## src/rtl/pfs_ram.sv

```systemverilog
// Generic single-write, single-read RAM with registered read data.
`timescale 1ns / 1ps

module pfs_ram #(
    parameter int WIDTH = 8,
    parameter int DEPTH = 64
) (
    input  logic                     clk,
    input  logic                     we,
    input  logic [$clog2(DEPTH)-1:0] waddr,
    input  logic [WIDTH-1:0]         wdata,
    input  logic                     re,
    input  logic [$clog2(DEPTH)-1:0] raddr,
    output logic [WIDTH-1:0]         rdata
);

    logic [WIDTH-1:0] mem [DEPTH];

    always_ff @(posedge clk)
    begin
        if (we)
        begin
            mem[waddr] <= wdata;
        end
        if (re)
        begin
            rdata <= mem[raddr];
        end
    end

endmodule

```

## config.mk

```make
export PLATFORM = sky130hd
export DESIGN_NAME = pfs_ram
export DESIGN_NICKNAME = d
export VERILOG_FILES = /design/src/rtl/pfs_ram.sv
export SDC_FILE = /design/constraint.sdc
export NUM_CORES = 1
export LEC_CHECK = 0
export BUFFER_PORTS_ARGS = -buffer_cell sky130_fd_sc_hd__buf_2
export CAP_MARGIN = 10
export CORE_MARGIN = 2
export CORE_UTILIZATION = 60
export DETAILED_ROUTE_END_ITERATION = 8
export GPL_ROUTABILITY_DRIVEN = 1
export PLACE_DENSITY_LB_ADDON = 0.25
export SKIP_CTS_REPAIR_TIMING = 1
export SLEW_MARGIN = 20
export SYNTH_ARGS = -nofsm -noshare
export SYNTH_HDL_FRONTEND = slang
export SYNTH_SLANG_ARGS = --single-unit
```

## constraint.sdc

```tcl
create_clock -name clk -period 3.55 [get_ports clk]
set_clock_uncertainty 0.1 [all_clocks]
set_input_delay 0.71 -clock clk [delete_from_list [all_inputs] [get_ports clk]]
set_output_delay 0.71 -clock clk [all_outputs]
set_load 0.01 [all_outputs]
```

Word level (Yosys, flattened, before mapping):

Memory sizes are Yosys's and may differ from the RTL's. A register that Yosys moved wholly into a read port is not among the register bits.
Index checks and enable logic that the tools add are counted.
Widths: inputs -> output; s select.

* flip-flop bits (word level): 0
* RAM bits: 512
* input bits: 23
* output and inout bits: 8
* word-level logic and storage cells: 3
* memories: 1

* mux-type cells: 2

Memory list
* mem: words 64, width 8, rd ports 1, clocked after Yosys merged registers in 1, wr ports 1, line 17 `logic [WIDTH-1:0] mem [DEPTH];`

Operator list (count)
* $mux 1: 2

Depth between registers and ports, before layout:

* word-level depth: 2
* depth in mapped cells: 9
* gate-level depth less buffers: 5

Worst setup path before layout:

No wires, ideal clock.

* kind: input to register
* from: in raddr[1]
* to: reg rdata[3], read port of mem, data pin
* setup time: 0.266 ns
* arrival time: 2.250 ns
* required time: 3.184 ns
* setup slack: 0.934 ns
* stages on the path: 7
* path buffers: 3
* cell sequence: buf_4 -> buf_2 -> buf_2 -> mux4_2 -> mux4_2 -> o21ai_1 -> o41ai_1

RTL lines
* start, declared: line 13 `input logic [$clog2(DEPTH)-1:0] raddr,`
* end, declared: line 14 `output logic [WIDTH-1:0] rdata`

==> run summary <==
GRT
----------------------------------------------------------------------------------
Residual overflow from global routing                                            0
Number of antenna violations at the first check in global routing                0
Wire length of the first global-routing pass                              66700 um
Total routing resource utilization after global routing                      26.3%
Largest net degree at the start of global routing                               65
Via count of the first global-routing pass                                   10091

LAYOUT
----------------------------------------------------------------------------------
Diodes inserted                                                                  0
Design area                                                            23000 sq um
Commonest non-fill, non-tap cell in the layout                        sky130_fd_sc_hd__edfxtp_1
Signed area change from the synthesized netlist to the final layout          13.8%
Final core utilization                                                       69.1%
# nets final                                                                  1080
Filler Cell Count                                                             2054
Non-filler cells, final                                                       1540
Commonest cells after routing, fill and taps aside                    520 x sky130_fd_sc_hd__edfxtp_1, 126 x sky130_fd_sc_hd__mux4_2, 86 x sky130_fd_sc_hd__buf_4, 83 x sky130_fd_sc_hd__nor2_1, 53 x sky130_fd_sc_hd__clkbuf_16
Ratio of cells with drive above 1 in the final layout                        29.8%

WORST SETUP PATH
----------------------------------------------------------------------------------
Kind of start point of the critical path                              primary input
Setup Crit Path Kind                                                     in -> reg
Startpoint of the lowest-slack register-to-register path              mem[24][4]$_DFFE_PP_
Kind of end point of the critical path                                        flop
Total buffers and inverters traversed by the critical path                       1
Data arrival time of the critical path                                     2.75 ns
Critical-path maximum fanout                                                    42
Cell with the biggest individual delay on the critical path           sky130_fd_sc_hd__buf_4
Largest delay contributor family on the critical path                 multiplexers
Crit path cell chain                                                  buf_4, mux4_2, mux2_2, o221a_2, nor3_1, o32ai_1
Required time at the endpoint of the critical path                         3.75 ns
Critical Path Start                                                       raddr[2]
CP max stage delay                                                         0.49 ns

SYNTHESIS
----------------------------------------------------------------------------------
Sequential cell area fraction in the yosys report                            77.1%
Synth warnings                                                                   0
Synthesized instance count                                                     940
Number of flops mapped to enable cells by yosys                                520
Netlist cell types                                                              39
Main flop type after synthesis                                        sky130_fd_sc_hd__edfxtp_1
Area of the mapped netlist                                             20200 sq um
Share of the synthesized area in the top cell type                           77.1%
Dominant cell type by area after synthesis                            sky130_fd_sc_hd__edfxtp_1
Register bit total from synthesis                                              520
Top cells by area in the synthesized netlist                          sky130_fd_sc_hd__edfxtp_1 77%, sky130_fd_sc_hd__mux4_2 14%, sky130_fd_sc_hd__nor2_1 1.5%
Share of synthesized registers carrying an async set or reset                   0%
Syn nets                                                                       963
Mean post-synth cell area                                               21.5 sq um

FLOORPLANNING
----------------------------------------------------------------------------------
CORE AREA                                                              33400 sq um
Effective utilization at floorplan                                           60.7%
Die outline width                                                           188 um
Vertical extent of the die                                                  188 um
FP Rows                                                                         67
Total die area                                                         35200 sq um
Num ports                                                                       31

TIMING
----------------------------------------------------------------------------------
Slew Viols, Final                                                                0
Unrepaired setup endpoints after global routing                                 no
Transition time at the pin with the least slew margin                     0.869 ns
Number of endpoints failing setup at the final stage                             0
Worst slew margin                                                            42.1%
Total Neg Setup Slack                                                         0 ns
Fin crit period                                                            2.55 ns
Fraction of the cycle the final worst path needs                             71.8%
Highest attainable clock frequency                                         393 MHz
Total count of hold-check failures in the final report                           0

ROUTING
----------------------------------------------------------------------------------
TritonRoute pass-1 iters                                                         5
Total number of vias                                                         10000
Total detailed-routing wirelength                                         44600 um
Routed wire length per instance                                            28.9 um
Number of nets still failing antenna checks after routing                        0
Starting DRT DRC Count                                                        1248
DRC violation count after routing                                                0
Vias/cell                                                                     6.49

PLACE
----------------------------------------------------------------------------------
Routability Congestion                                                       0.824
Cell count after placement                                                    1453
Number of port buffers                                                          30
Placed wire-length estimate                                               27400 um
Post-placement cell area                                               21400 sq um

HOLD PATH
----------------------------------------------------------------------------------
Hold path startpoint                                                            re
Class of the most critical hold timing path                              in -> reg

CLOCKING
----------------------------------------------------------------------------------
Clock Latency Late Sink                                                    0.57 ns
Total clock buffers created by CTS                                              50
Number of clock sinks                                                          520
H-tree depth reported by CTS                                                     2
Root Driver                                                           sky130_fd_sc_hd__clkbuf_16
CTS clk-pin slew, worst paths                                              0.06 ns
Number of buffers on the longest clock path                                      3
TritonCTS clock tree                                                         built

OUTCOME
----------------------------------------------------------------------------------
Result of the run                                                     finished, final reports clean

PWR
----------------------------------------------------------------------------------
Maximum vdd drop                                                          0.476 mV
Pwr dens                                                               557 nW/um^2
Total design power                                                         12.8 mW
Static Leak                                                                7.37 nW

RUN
----------------------------------------------------------------------------------
Max-cap violations                                                               0

==> stage by stage <==
| step | hold slack [ns] | setup WS, ns |
|---|---|---|
| floorplan | 0.697 | 0.934 |
| global placement | 0.848 | 0.351 |
| detailed placement | 0.844 | 0.385 |
| CTS | 0.413 | 0.964 |
| global route | 0.421 | 0.843 |
| finish | 0.435 | 1.00 |
==> synthesized netlist by cell type (all sizes together) (6+ instances only) <==
| library cell | count |
|---|---|
| edfxtp | 520 |
| mux4 | 126 |
| nor2 | 83 |
| buf | 34 |
| mux2i | 23 |
| nand2 | 19 |
| clkbuf | 17 |
| nor2b | 14 |
| mux2 | 13 |
| nand3 | 13 |
| o221ai | 8 |
| o22ai | 8 |
| nand2b | 7 |
| nor3 | 7 |
| a221oi | 6 |
==> path summary, 6_finish.rpt <==
path / endpoint / slack [ns] / cells after the start
hold / removal: rdata[0]$_DFFE_PP_ / 0.44 / 1
hold reg to reg: rdata[4]$_DFFE_PP_ / 0.86 / 3
setup / recovery: rdata[4]$_DFFE_PP_ / 1.00 / 6
setup reg to reg: rdata[4]$_DFFE_PP_ / 1.21 / 5
==> worst register-to-register path, stage by stage, from the launching register on <==
cell,delay (ns)
sky130_fd_sc_hd__edfxtp_1,0.39
sky130_fd_sc_hd__mux4_2,0.48
sky130_fd_sc_hd__mux2_2,0.30
sky130_fd_sc_hd__o221a_2,0.28
sky130_fd_sc_hd__nor3_1,0.40
sky130_fd_sc_hd__o32ai_1,0.14
==> kinds of logic after synthesis <==
| group | Yosys count | synth area share (%) |
|---|---|---|
| multiplexers | 162 | 15.9 |
| AND/OR/NAND/NOR | 153 | 3.37 |
| buffers and inverters | 51 | 1.56 |
| flip-flops | 520 | 77.1 |
| AO/OA/AOI/OAI | 54 | 2.06 |
==> routing by layer <==
layer,part of all wire [%],vias to the layer above,track usage (%)
met3,8.7,91,5.00
li1,-,4165,-
met1,40,5185,38.8
met5,0,-,0
met4,2.9,0,8.12
met2,48,559,40.8
==> power by group <==
part	switching, mW	internal, mW
combinational	0.388	0.252
sequential	0.0196	6.81
clock	2.16	3.20
==> state kept, by name, indices dropped and copies added, names as in the netlist <==
register	cells
mem	512
rdata	8
==> layout make-up <==
| type | count | area, sq um | area share, % |
|---|---|---|---|
| flip-flops and latches | 520 | 15600 | 67.8 |
| multi-input cells | 369 | 4320 | 18.7 |
| clock buffers | 61 | 1360 | 5.88 |
| repair buffers | 116 | 902 | 3.91 |
| well taps | 448 | 561 | 2.43 |
| clock inverters | 26 | 298 | 1.29 |
Power figures use the tool's default switching activity.
